`src/hdl/assert_macros.svh`:
```
// Assertion macros shared by the addback RTL.
// Clock clk_i and active-low reset rst_ni are assumed in scope.
`ifndef ASSERT_MACROS_SVH
`define ASSERT_MACROS_SVH

// Same-cycle implication.
`define CCA_ASSERT_NOW(lbl, pre, post) \
  lbl: assert property (@(posedge clk_i) disable iff (!rst_ni) (pre) |-> (post)) \
    else $error("assertion failed");

// Next-cycle implication.
`define CCA_ASSERT_NEXT(lbl, pre, post) \
  lbl: assert property (@(posedge clk_i) disable iff (!rst_ni) (pre) |=> (post)) \
    else $error("assertion failed");

`endif

```
`src/hdl/cca_pkg.sv`:
```
// Package for the clover crystal addback block: widths, request types, pair tables.
// No dependencies.
package cca_pkg;

  localparam int N  = 4;                 // crystals per group
  localparam int NP = N * (N - 1) / 2;   // unordered crystal pairs
  localparam int IW = $clog2(N);
  localparam int EW = 20;                // input energy
  localparam int SW = 22;                // summed energy
  localparam int TW = 32;                // timestamp
  localparam int DW = TW + 1;            // exact stamp difference
  localparam int WW = 16;                // coincidence window
  localparam int CW = 3;                 // survivor count
  localparam int TOTW = SW + IW;         // total of all sums

  localparam logic [WW-1:0] WINDOW_RESET = WW'(120);

  typedef struct packed {
    logic        [EW-1:0] energy_a;
    logic        [EW-1:0] energy_b;
    logic        [EW-1:0] energy_c;
    logic        [EW-1:0] energy_d;
    logic signed [TW-1:0] stamp_a;
    logic signed [TW-1:0] stamp_b;
    logic signed [TW-1:0] stamp_c;
    logic signed [TW-1:0] stamp_d;
  } in_req_t;

  typedef struct packed {
    logic        [SW-1:0] summed_a;
    logic        [SW-1:0] summed_b;
    logic        [SW-1:0] summed_c;
    logic        [SW-1:0] summed_d;
    logic signed [TW-1:0] kept_a;
    logic signed [TW-1:0] kept_b;
    logic signed [TW-1:0] kept_c;
    logic signed [TW-1:0] kept_d;
    logic        [CW-1:0] survivors;
  } out_req_t;

  // after the subtract stage
  typedef struct packed {
    logic [N-1:0][EW-1:0]  orig;
    logic [N-1:0][TW-1:0]  stamp;
    logic [NP-1:0]         ge;
    logic [NP-1:0][DW-1:0] diff;
  } diff_t;

  // running addback state
  typedef struct packed {
    logic [N-1:0][SW-1:0] sum;
    logic [N-1:0][TW-1:0] stamp;
    logic [NP-1:0]        ge;
    logic [NP-1:0]        near;
  } work_t;

  // lower crystal index of pair p, pairs in visiting order
  function automatic int pair_lo(input int p);
    int n;
    int r;
    n = 0;
    r = 0;
    for (int j = 0; j < N; j++) begin
      for (int k = j + 1; k < N; k++) begin
        if (n == p) r = j;
        n++;
      end
    end
    return r;
  endfunction

  function automatic int pair_hi(input int p);
    int n;
    int r;
    n = 0;
    r = 0;
    for (int j = 0; j < N; j++) begin
      for (int k = j + 1; k < N; k++) begin
        if (n == p) r = k;
        n++;
      end
    end
    return r;
  endfunction

  // pairs whose lower index is zero go in the first merge stage
  function automatic logic [NP-1:0] first_pairs();
    logic [NP-1:0] m;
    m = '0;
    for (int p = 0; p < NP; p++) m[p] = (pair_lo(p) == 0);
    return m;
  endfunction

endpackage

```
`src/hdl/cca_merge_stage.sv`:
```
// One registered merge stage: applies the selected pairs in order to the running sums.
// Depends on cca_pkg and assert_macros.svh.
`include "assert_macros.svh"

module cca_merge_stage (
  input  logic                       clk_i,
  input  logic                       rst_ni,
  input  logic [cca_pkg::NP-1:0]     pairs_i,
  input  logic                       up_valid_i,
  output logic                       up_ready_o,
  input  cca_pkg::work_t             work_i,
  output logic                       dn_valid_o,
  input  logic                       dn_ready_i,
  output cca_pkg::work_t             work_o
);

  cca_pkg::work_t             work_d;
  cca_pkg::work_t             work_q;
  logic                       valid_q;
  logic [cca_pkg::TOTW-1:0]   tot_in;
  logic [cca_pkg::TOTW-1:0]   tot_out;

  assign up_ready_o = !valid_q || dn_ready_i;
  assign dn_valid_o = valid_q;
  assign work_o     = work_q;

  always_comb begin
    logic [cca_pkg::IW-1:0] j;
    logic [cca_pkg::IW-1:0] k;
    work_d = work_i;
    for (int p = 0; p < cca_pkg::NP; p++) begin
      j = cca_pkg::IW'(cca_pkg::pair_lo(p));
      k = cca_pkg::IW'(cca_pkg::pair_hi(p));
      if (pairs_i[p] && work_d.near[p] && (work_d.sum[j] != '0) && (work_d.sum[k] != '0)) begin
        if (work_d.ge[p]) begin
          work_d.sum[j] = work_d.sum[j] + work_d.sum[k];
          work_d.sum[k] = '0;
        end else begin
          work_d.sum[k] = work_d.sum[k] + work_d.sum[j];
          work_d.sum[j] = '0;
        end
      end
    end
  end

  always_ff @(posedge clk_i or negedge rst_ni) begin
    if (!rst_ni) begin
      valid_q <= 1'b0;
    end else if (up_ready_o) begin
      valid_q <= up_valid_i;
    end
  end

  always_ff @(posedge clk_i) begin
    if (up_ready_o && up_valid_i) begin
      work_q <= work_d;
    end
  end

  // energy totals, for the conservation check
  always_comb begin
    tot_in  = '0;
    tot_out = '0;
    for (int c = 0; c < cca_pkg::N; c++) begin
      tot_in  = tot_in + cca_pkg::TOTW'(work_i.sum[c]);
      tot_out = tot_out + cca_pkg::TOTW'(work_q.sum[c]);
    end
  end

  `CCA_ASSERT_NEXT(a_energy_kept, up_valid_i && up_ready_o, tot_out == $past(tot_in))
  `CCA_ASSERT_NEXT(a_held_stage, dn_valid_o && !dn_ready_i, dn_valid_o && $stable(work_o))

endmodule

```
`src/hdl/clover_crystal_addback.sv`:
```
// Top level of the clover crystal addback block.
// Depends on cca_pkg, cca_merge_stage and assert_macros.svh.
//
// Usage
//   Input channel (in_valid_i / in_stall_o / in_req_i) carries one group request:
//   four crystal energies (zero = no hit) and four signed timestamps.
//   Output channel (out_valid_o / out_stall_i / out_req_o) returns one request per
//   input: summed energies, survivor times (zero if absorbed or empty) and the
//   survivor count. A request moves when valid is high and stall is low.
//   cfg_we_i / cfg_wdata_i write the coincidence window; write only when idle.
// Timing
//   Five register stages: stamp subtract, window compare, merges of the pairs led
//   by crystal 0, merges of the remaining pairs, output register. A result is
//   offered from the output register once it has passed through the stages before it;
//   one request per cycle sustained while out_stall_i is low.
//   The pair chain of the merge stages (three dependent 22-bit adds) sets the depth.
// Reset
//   rst_ni (async, active low) empties the pipe and sets the window to 120.
// Stall
//   Each stage holds when its successor is full and held, so out_stall_i backs up
//   stage by stage; empty stages still fill and nothing is dropped or repeated.
`include "assert_macros.svh"

module clover_crystal_addback (
  input  logic                     clk_i,
  input  logic                     rst_ni,
  input  logic                     cfg_we_i,
  input  logic [cca_pkg::WW-1:0]   cfg_wdata_i,
  input  logic                     in_valid_i,
  output logic                     in_stall_o,
  input  cca_pkg::in_req_t         in_req_i,
  output logic                     out_valid_o,
  input  logic                     out_stall_i,
  output cca_pkg::out_req_t        out_req_o
);

  logic [cca_pkg::WW-1:0] window_q;

  cca_pkg::diff_t    s1_d, s1_q;
  logic              s1_valid_q, s1_ready;
  cca_pkg::work_t    s2_d, s2_q;
  logic              s2_valid_q, s2_ready;
  cca_pkg::work_t    ma_work, mb_work;
  logic              ma_valid, ma_ready_up, mb_valid, mb_ready_up;
  cca_pkg::out_req_t out_d, out_q;
  logic              out_valid_q, out_ready;

  // coincidence window register
  always_ff @(posedge clk_i or negedge rst_ni) begin
    if (!rst_ni) begin
      window_q <= cca_pkg::WINDOW_RESET;
    end else if (cfg_we_i) begin
      window_q <= cfg_wdata_i;
    end
  end

  // stage ready chain
  assign out_ready  = !out_valid_q || !out_stall_i;
  assign s2_ready   = !s2_valid_q || ma_ready_up;
  assign s1_ready   = !s1_valid_q || s2_ready;
  assign in_stall_o = !s1_ready;

  // stage 1: exact 33-bit stamp differences and original energy order
  always_comb begin
    logic [cca_pkg::IW-1:0] j;
    logic [cca_pkg::IW-1:0] k;
    s1_d.orig[0]  = in_req_i.energy_a;
    s1_d.orig[1]  = in_req_i.energy_b;
    s1_d.orig[2]  = in_req_i.energy_c;
    s1_d.orig[3]  = in_req_i.energy_d;
    s1_d.stamp[0] = in_req_i.stamp_a;
    s1_d.stamp[1] = in_req_i.stamp_b;
    s1_d.stamp[2] = in_req_i.stamp_c;
    s1_d.stamp[3] = in_req_i.stamp_d;
    for (int p = 0; p < cca_pkg::NP; p++) begin
      j = cca_pkg::IW'(cca_pkg::pair_lo(p));
      k = cca_pkg::IW'(cca_pkg::pair_hi(p));
      s1_d.ge[p]   = s1_d.orig[j] >= s1_d.orig[k];
      s1_d.diff[p] = {s1_d.stamp[j][cca_pkg::TW-1], s1_d.stamp[j]}
                   - {s1_d.stamp[k][cca_pkg::TW-1], s1_d.stamp[k]};
    end
  end

  always_ff @(posedge clk_i or negedge rst_ni) begin
    if (!rst_ni) begin
      s1_valid_q <= 1'b0;
    end else if (s1_ready) begin
      s1_valid_q <= in_valid_i;
    end
  end

  always_ff @(posedge clk_i) begin
    if (s1_ready && in_valid_i) begin
      s1_q <= s1_d;
    end
  end

  // stage 2: -window <= diff <= window, both bounds compared in parallel
  always_comb begin
    logic signed [cca_pkg::DW-1:0] wpos;
    logic signed [cca_pkg::DW-1:0] wneg;
    wpos = $signed({{(cca_pkg::DW - cca_pkg::WW){1'b0}}, window_q});
    wneg = -wpos;
    for (int c = 0; c < cca_pkg::N; c++) begin
      s2_d.sum[c] = cca_pkg::SW'(s1_q.orig[c]);
    end
    s2_d.stamp = s1_q.stamp;
    s2_d.ge    = s1_q.ge;
    for (int p = 0; p < cca_pkg::NP; p++) begin
      s2_d.near[p] = ($signed(s1_q.diff[p]) <= wpos) && ($signed(s1_q.diff[p]) >= wneg);
    end
  end

  always_ff @(posedge clk_i or negedge rst_ni) begin
    if (!rst_ni) begin
      s2_valid_q <= 1'b0;
    end else if (s2_ready) begin
      s2_valid_q <= s1_valid_q;
    end
  end

  always_ff @(posedge clk_i) begin
    if (s2_ready && s1_valid_q) begin
      s2_q <= s2_d;
    end
  end

  // stages 3 and 4: pairs in visiting order, split where the lower index moves on from crystal 0
  cca_merge_stage u_merge_a (
    .clk_i      (clk_i),
    .rst_ni     (rst_ni),
    .pairs_i    (cca_pkg::first_pairs()),
    .up_valid_i (s2_valid_q),
    .up_ready_o (ma_ready_up),
    .work_i     (s2_q),
    .dn_valid_o (ma_valid),
    .dn_ready_i (mb_ready_up),
    .work_o     (ma_work)
  );

  cca_merge_stage u_merge_b (
    .clk_i      (clk_i),
    .rst_ni     (rst_ni),
    .pairs_i    (~cca_pkg::first_pairs()),
    .up_valid_i (ma_valid),
    .up_ready_o (mb_ready_up),
    .work_i     (ma_work),
    .dn_valid_o (mb_valid),
    .dn_ready_i (out_ready),
    .work_o     (mb_work)
  );

  // stage 5: survivors keep their time, absorbed or empty crystals read zero
  always_comb begin
    logic [cca_pkg::N-1:0]  alive;
    logic [cca_pkg::CW-1:0] cnt;
    cnt = '0;
    for (int c = 0; c < cca_pkg::N; c++) begin
      alive[c] = mb_work.sum[c] != '0;
      cnt      = cnt + cca_pkg::CW'(alive[c]);
    end
    out_d.summed_a  = mb_work.sum[0];
    out_d.summed_b  = mb_work.sum[1];
    out_d.summed_c  = mb_work.sum[2];
    out_d.summed_d  = mb_work.sum[3];
    out_d.kept_a    = alive[0] ? mb_work.stamp[0] : '0;
    out_d.kept_b    = alive[1] ? mb_work.stamp[1] : '0;
    out_d.kept_c    = alive[2] ? mb_work.stamp[2] : '0;
    out_d.kept_d    = alive[3] ? mb_work.stamp[3] : '0;
    out_d.survivors = cnt;
  end

  always_ff @(posedge clk_i or negedge rst_ni) begin
    if (!rst_ni) begin
      out_valid_q <= 1'b0;
    end else if (out_ready) begin
      out_valid_q <= mb_valid;
    end
  end

  always_ff @(posedge clk_i) begin
    if (out_ready && mb_valid) begin
      out_q <= out_d;
    end
  end

  assign out_valid_o = out_valid_q;
  assign out_req_o   = out_q;

  `CCA_ASSERT_NOW(a_count_range, out_valid_o, out_req_o.survivors <= cca_pkg::CW'(cca_pkg::N))
  `CCA_ASSERT_NOW(a_absorbed_no_time, out_valid_o && (out_req_o.summed_a == '0), out_req_o.kept_a == '0)

endmodule
```
`config.mk`:
```
export PLATFORM = sky130hd
export DESIGN_NAME = clover_crystal_addback
export DESIGN_NICKNAME = d
export VERILOG_FILES = /design/src/hdl/cca_pkg.sv /design/src/hdl/cca_merge_stage.sv /design/src/hdl/clover_crystal_addback.sv
export VERILOG_INCLUDE_DIRS = /design/src /design/src/hdl
export SDC_FILE = /design/constraint.sdc
export NUM_CORES = 2
export LEC_CHECK = 0
export ABC_AREA = 1
export BUFFER_PORTS_ARGS = -buffer_cell sky130_fd_sc_hd__buf_4
export CORE_MARGIN = 4
export CORE_UTILIZATION = 60
export CTS_CLUSTER_SIZE = 28
export DETAILED_ROUTE_END_ITERATION = 16
export PLACE_DENSITY_LB_ADDON = 0.1
export RECOVER_POWER = 100
export SLEW_MARGIN = 40
export SYNTH_ARGS = -nofsm -noshare
export SYNTH_HDL_FRONTEND = slang
export SYNTH_SLANG_ARGS = --single-unit
```
`constraint.sdc`:
```
create_clock -name clk_i -period 25.9 [get_ports clk_i]
set_input_delay 2.59 -clock clk_i [delete_from_list [all_inputs] [get_ports clk_i]]
set_output_delay 2.59 -clock clk_i [all_outputs]
set_load 0.005 [all_outputs]
```
; ---- Word-level counts from Yosys, hierarchy flattened
; Cells that the tools add are included.
[op_classes]
addsub = 16
n_lt_le_gt_ge = 18
mux = 12
reduce_logical = 51
[ops]
columns = operator, count
row1 = $mux 88, 6
row2 = $reduce_bool 22->1, 16
row3 = $mux 66, 4
row4 = $ge 33x33->1, 6
row5 = $le 33x17->1, 6
row6 = $sub 32x32->33, 6
row7 = $ge 20x20->1, 6
row8 = $mux 43, 2
row9 = $add 22x22->22, 3
row10 = $add 22x20->22, 2
row11 = $neg 16->33, 1
row12 = $logic_and 1x1->1, 23
row13 = $add 20x20->21, 1
row14 = $logic_not 1->1, 7
row15 = $add 3x1->3, 2
row16 = $logic_or 1x1->1, 5
row17 = $add 1x1->2, 1
[totals]
regBits = 1316
input_bits = 229
output_inout_bits = 221
word_cells = 155

; ---- Logic depth before layout (Yosys ltp)
[depth]
ltp_word = 12
mapped_depth = 41
ltp_nobuf = 41

; ---- Modules after synthesis
; Synthesis repeated with hierarchy kept, for this count alone.
[unflattened]
hier_cells = 9675
area_unflattened_um2 = 86251.5
[modules_own_cells]
columns = module, instances, cells_each, area_each_um2, seq_area_each_um2
row1 = clover_crystal_addback, 1, 4674, 49119.6, 26035.0
row2 = cca_merge_stage (u_merge_b), 1, 2523, 18729.2, 6871.6
row3 = cca_merge_stage (u_merge_a), 1, 2478, 18402.6, 6871.6

; ---- Worst setup path after synthesis
; OpenSTA, ideal clock, no wires.
[synth_timing]
path_kind = in2reg
start = input out_stall_i
end = register out_q (netlist bit out_req_o[0]), enable pin
setup_time_ps = 871
t_arrival_ps = 12854
t_required_ps = 25029
path_slack_ps = 12175
stages = 1
path_buffers = 0
path_cell_list = a21oi_1
[synth_between]
elab_chain_len = 3
[synth_rtl]
columns = element, line_no
row1 = start: declaration, clover_crystal_addback.sv:33  ; input logic out_stall_i,
row2 = $logic_not 1->1, clover_crystal_addback.sv:58  ; assign out_ready = !out_valid_q || !out_stall_i;
row3 = $logic_or 1x1->1, clover_crystal_addback.sv:58
row4 = $logic_and 1x1->1, clover_crystal_addback.sv:182  ; if (out_ready && mb_valid) begin
row5 = end signal: assignment, clover_crystal_addback.sv:183  ; out_q <= out_d;
row6 = end: declaration, clover_crystal_addback.sv:45  ; cca_pkg::out_req_t out_d, out_q;
; Every way passes these cells.
; A chain may end at the register's enable or synchronous reset.

; ---- Worst setup path after layout
[layout_timing]
start = input out_stall_i
end = register s1_q[407] (netlist name), enable pin
[layout_between]
elab_chain_len = 7
[layout_rtl]
columns = element, line_no
row1 = $logic_not 1->1, clover_crystal_addback.sv:58
row2 = $logic_or 1x1->1, clover_crystal_addback.sv:58
row3 = $logic_or 1x1->1 (2 in a row), cca_merge_stage.sv:23  ; assign up_ready_o = !valid_q || dn_ready_i;
row4 = $logic_or 1x1->1, clover_crystal_addback.sv:59  ; assign s2_ready = !s2_valid_q || ma_ready_up;
row5 = $logic_or 1x1->1, clover_crystal_addback.sv:60  ; assign s1_ready = !s1_valid_q || s2_ready;
row6 = $logic_and 1x1->1, clover_crystal_addback.sv:93  ; if (s1_ready && in_valid_i) begin
row7 = end signal: assignment, clover_crystal_addback.sv:94  ; s1_q <= s1_d;
row8 = end: declaration, clover_crystal_addback.sv:39  ; cca_pkg::diff_t s1_d, s1_q;
; Every way passes these cells.

==> results.md <==
- Total of endpoints with negative setup slack in the final report: 0
- Result of the run: finished with violations
- Routed Antenna Nets: 0
- Kind of critical path: in -> reg
- Number of synthesized flops with an enable pin: roughly 1300
- Setup repair bufs after CTS: 0
- Internal power contribution: slightly below 5 mW
- Fmax achieved: between 70 and 80 MHz
- Failing checks: max-capacitance violations, max-slew violations
- Clock buffer depth: 3
- Clock slew at reported path FFs: around 0.060 ns
- Overall global routing resource usage: 35.7%
- Mapped Nets: a little under 8000
- Gate power share: between 30% and 40%
- Horizontal extent of the die: between 300 and 400 um
- Hold_sp: s2_q[125]$_DFFE_PP_
- Starting DRT DRC Count: approximately 5600
- Netlist cell types: 64
- Actual slew at the worst max-slew pin: 7.36 ns
- Share of the clock period used by the worst path after layout: roughly 52%
- Sort of element at the end of the critical path: flop
- Number of cells after detailed placement: 8806
- Post-layout min period: around 13 ns
- CTS tree: done
- Ys Warns: 0
- # rows: 126
- Power share of the sequential group: 41.6%
- Count of unresolved DRC violations after routing: 0
- Resized cells post-CTS: 0
- Most used flip-flop cell after synthesis: sky130_fd_sc_hd__edfxtp_1
- I/O pins: 450
- IO Port Bufs: 449
- Number of sinks on the clock net: around 1300
- Chip Height: 353 um
- Worst slack at placement: approximately 19 ns
- CTS buffer count: between 100 and 150
- Maximum number of pins on one net before global-route repair: 166
- Largest area contributor in the netlist: sky130_fd_sc_hd__edfxtp_1
- Power after layout: between 7 and 8 mW
- Avg WL per Cell: approximately 25 um
- Power density of the placed cells: 97.4 mW/mm2
- Initial DRT Pass Iterations: 9
- Cell area after technology mapping: ~0.072 mm2
- Fraction of registers with async set/reset: between 1.5 and 2%
- Power spent charging and discharging nets: 2.88 mW
- Start point of the critical path: out_stall_i
- Area contributors post-synth: sky130_fd_sc_hd__edfxtp_1, sky130_fd_sc_hd__ha_1, sky130_fd_sc_hd__nand2_1
- Fraction of final layout cells with drive strength greater than 1: around 6%
- RSZ-0062 raised after global routing: false
- Area Growth Syn to Fin: 12.1%
- Required time at the endpoint of the critical path: about 26 ns
- Worst r2r src: out_valid_o$_DFFE_PN0P_
- Sequential-to-total area share from yosys stat: 54.8%
- Total number of H-tree levels: 4
- Insertion delay to the later sink of the worst-skew pair: 0.79 ns
- Placeable core region: roughly 0.12 mm2
- Initial antenna violation count: 16
- Worst Skew: approximately 0.05 ns
- Startpoint Class: primary input
- Class of the tightest hold or removal check: reg -> reg
- Number of cells produced by synthesis: 6868
- Fin worst setup slack: approximately 13 ns
- Buffer type at the clock tree root: sky130_fd_sc_hd__clkbuf_16
- Largest voltage drop on the vdd net: 117 uV
- Synth Register Bits: about 1300
- Area share of the largest cell type after synthesis: between 50% and 60%
- Post-layout utilization of the core: 67.9%
- Number of non-filler instances in the completed layout: a little over 9000
- Average vias per placed instance: between 6 and 7
- Average cell area after synthesis: roughly 10 um2
- Switching Fraction: 36.9%
- CP max FO: 110
- Tightest slew margin relative to the limit: -391%
- Leftover overflow at the end of global routing: 0
- Static leakage: 35.4 nW
- Final hold violation count: 0
- NumNets Final: between 8000 and 9000
- Final Wtd Congestion: between 1 and 1.5
- Post-detail-place hpwl: 179 mm
- Number of global-route vias before repair: approximately 53000
- Via count: 54740
- First-pass GRT wire length: between 300 and 400 mm
- Initial cell density of the core: 60.5%
- Hold-fix buffer count after cts: 0
- Total Wirelength: ~230 mm
- Setup Total Neg Slack: 0 ns
- Clock network fraction of total power: between 20 and 30%
- Number of violations of the max-capacitance limit: 29
- Die area: around 0.12 mm2
- Slew Viols, Final: roughly 1400
- Arrival time worst endpoint: between 10 and 15 ns
-- routing by layer --
layer / vias to the layer above / GRT usage, % / routed length, um
li1: 25100 / - / -
met1: 26142 / 46.7 / 88200
met2: 2900 / 58.7 / 106000
met3: 594 / 6.28 / 21400
met4: 4 / 16.3 / 12500
met5: - / 0 / 34
-- sequential cells by signal, indices dropped and copies added (netlist names) --
register / count
out_req_o: 219
out_valid_o: 1
s1_q: 412
s1_valid_q: 1
s2_q: 220
s2_valid_q: 1
u_merge_a.dn_valid_o: 1
u_merge_a.work_o: 221
u_merge_b.dn_valid_o: 1
u_merge_b.work_o: 216
window_q: 16
-- power by group through the flow --
stage | logic (mW) | registers, mW | clock network [mW]
after global routing | 2.84 | 3.29 | 2.07
after CTS | 2.60 | 3.21 | 1.97
after global placement | 2.56 | 3.23 | 0
after detailed placement | 2.58 | 3.25 | 0
after floorplan | 1.66 | 3.23 | 0
final | 2.60 | 3.26 | 1.96
-- critical path, cell delays in order --
cell	delay (ns)
sky130_fd_sc_hd__clkbuf_1	0.08
sky130_fd_sc_hd__nand2_1	0.07
sky130_fd_sc_hd__nor2_1	0.04
sky130_fd_sc_hd__inv_1	0.10
sky130_fd_sc_hd__nor2_1	0.09
sky130_fd_sc_hd__inv_1	0.08
sky130_fd_sc_hd__nor2_1	0.05
sky130_fd_sc_hd__inv_1	0.07
sky130_fd_sc_hd__nor2_1	0.05
sky130_fd_sc_hd__inv_1	0.06
sky130_fd_sc_hd__nand2_1	0.07
sky130_fd_sc_hd__clkinvlp_2	3.16
sky130_fd_sc_hd__clkbuf_1	2.99
sky130_fd_sc_hd__clkbuf_1	3.85
-- cells in the final DEF (no fill, tap or decap), types with 9 or more instances in the layout --
| cell | instances |
|---|---|
| sky130_fd_sc_hd__clkbuf_1 | 321 |
| sky130_fd_sc_hd__a31oi_1 | 71 |
| sky130_fd_sc_hd__a21oi_1 | 459 |
| sky130_fd_sc_hd__or2_2 | 12 |
| sky130_fd_sc_hd__nand3b_1 | 22 |
| sky130_fd_sc_hd__nor2_1 | 441 |
| sky130_fd_sc_hd__dfrtp_1 | 17 |
| sky130_fd_sc_hd__clkinv_1 | 23 |
| sky130_fd_sc_hd__xor2_2 | 10 |
| sky130_fd_sc_hd__clkinv_2 | 19 |
| sky130_fd_sc_hd__a32o_1 | 9 |
| sky130_fd_sc_hd__clkinv_16 | 11 |
| sky130_fd_sc_hd__nor3_1 | 74 |
| sky130_fd_sc_hd__a21boi_0 | 25 |
| sky130_fd_sc_hd__xor2_1 | 190 |
| sky130_fd_sc_hd__or4_1 | 10 |
| sky130_fd_sc_hd__nand2_1 | 1471 |
| sky130_fd_sc_hd__nand3_1 | 283 |
| sky130_fd_sc_hd__o21ai_0 | 203 |
| sky130_fd_sc_hd__o31ai_1 | 15 |
| sky130_fd_sc_hd__o22ai_1 | 17 |
| sky130_fd_sc_hd__clkbuf_16 | 134 |
| sky130_fd_sc_hd__a21o_1 | 28 |
| sky130_fd_sc_hd__bufinv_16 | 13 |
| sky130_fd_sc_hd__inv_1 | 900 |
| sky130_fd_sc_hd__xnor2_1 | 81 |
| sky130_fd_sc_hd__nor4_1 | 69 |
| sky130_fd_sc_hd__clkbuf_4 | 155 |
| sky130_fd_sc_hd__ha_1 | 731 |
| sky130_fd_sc_hd__edfxtp_1 | 1288 |
| sky130_fd_sc_hd__o21a_1 | 36 |
| sky130_fd_sc_hd__fa_1 | 13 |
| sky130_fd_sc_hd__o21bai_1 | 23 |
| sky130_fd_sc_hd__buf_4 | 42 |
| sky130_fd_sc_hd__nand4_1 | 101 |
| sky130_fd_sc_hd__a211oi_1 | 33 |
| sky130_fd_sc_hd__a22o_1 | 14 |
| sky130_fd_sc_hd__o211ai_1 | 34 |
| sky130_fd_sc_hd__o2111ai_1 | 9 |
-- synthesized netlist by cell type, drive strengths merged (76+ instances only) --
master  instances
a21oi         459
edfxtp       1288
ha            731
inv           905
nand2        1472
nand3         287
nand4         101
nor2          446
nor3           76
nor4           76
o21ai         211
xnor2          81
xor2          200
-- stage by stage --
| stage | hold slack [ns] | area, um2 |
|---|---|---|
| 6_report | 0.385 | 80200 |
| 3_5_place_dp | 0.405 | 77000 |
| 3_3_place_gp | 0.400 | 76900 |
| 4_1_cts | 0.382 | 81500 |
| 5_1_grt | 0.405 | 80200 |
| 2_1_floorplan | 0.400 | 71500 |
-- cells by family (layout without fill, tap and decap cells) --
group	after synthesis	in the layout	share of synthesized area (%)
AOI/OAI and AO/OA	1017	1017	8.33
xor gates and xnor gates	281	281	3.44
adders and majority gates	744	744	13.1
buffers and inverters	1000	1644	5.41
DFF	1309	1309	54.8
other	0	1	0
and+or+nand+nor	2517	2517	14.9
-- worst paths after layout --
path / end / slack, ns / cells past startpoint
min in group asynchronous: window_q[12]$_DFFE_PN0P_ / 2.06 / 1
worst min register to register: u_merge_a.work_o[125]$_DFFE_PP_ / 0.38 / 0
max in group asynchronous: window_q[9]$_DFFE_PN0P_ / 23.10 / 1
worst min-delay path: u_merge_a.work_o[125]$_DFFE_PP_ / 0.38 / 0
worst max register to register: s1_q[407]$_DFFE_PP_ / 14.03 / 13
worst max-delay path: s1_q[407]$_DFFE_PP_ / 12.54 / 14
-- area by class of cell --
class,count,area [um2]
Multi-Input combinational cell,4559,28600
Clock inverter,79,1040
Tap cell,1536,1920
Sequential cell,1309,39200
Inverter,908,3410
Antenna cell,1,2.50
Timing Repair Buffer,500,2640
Clock buffer,157,3450
Fill cell,9086,38000
Power figures use the tool's default switching activity.
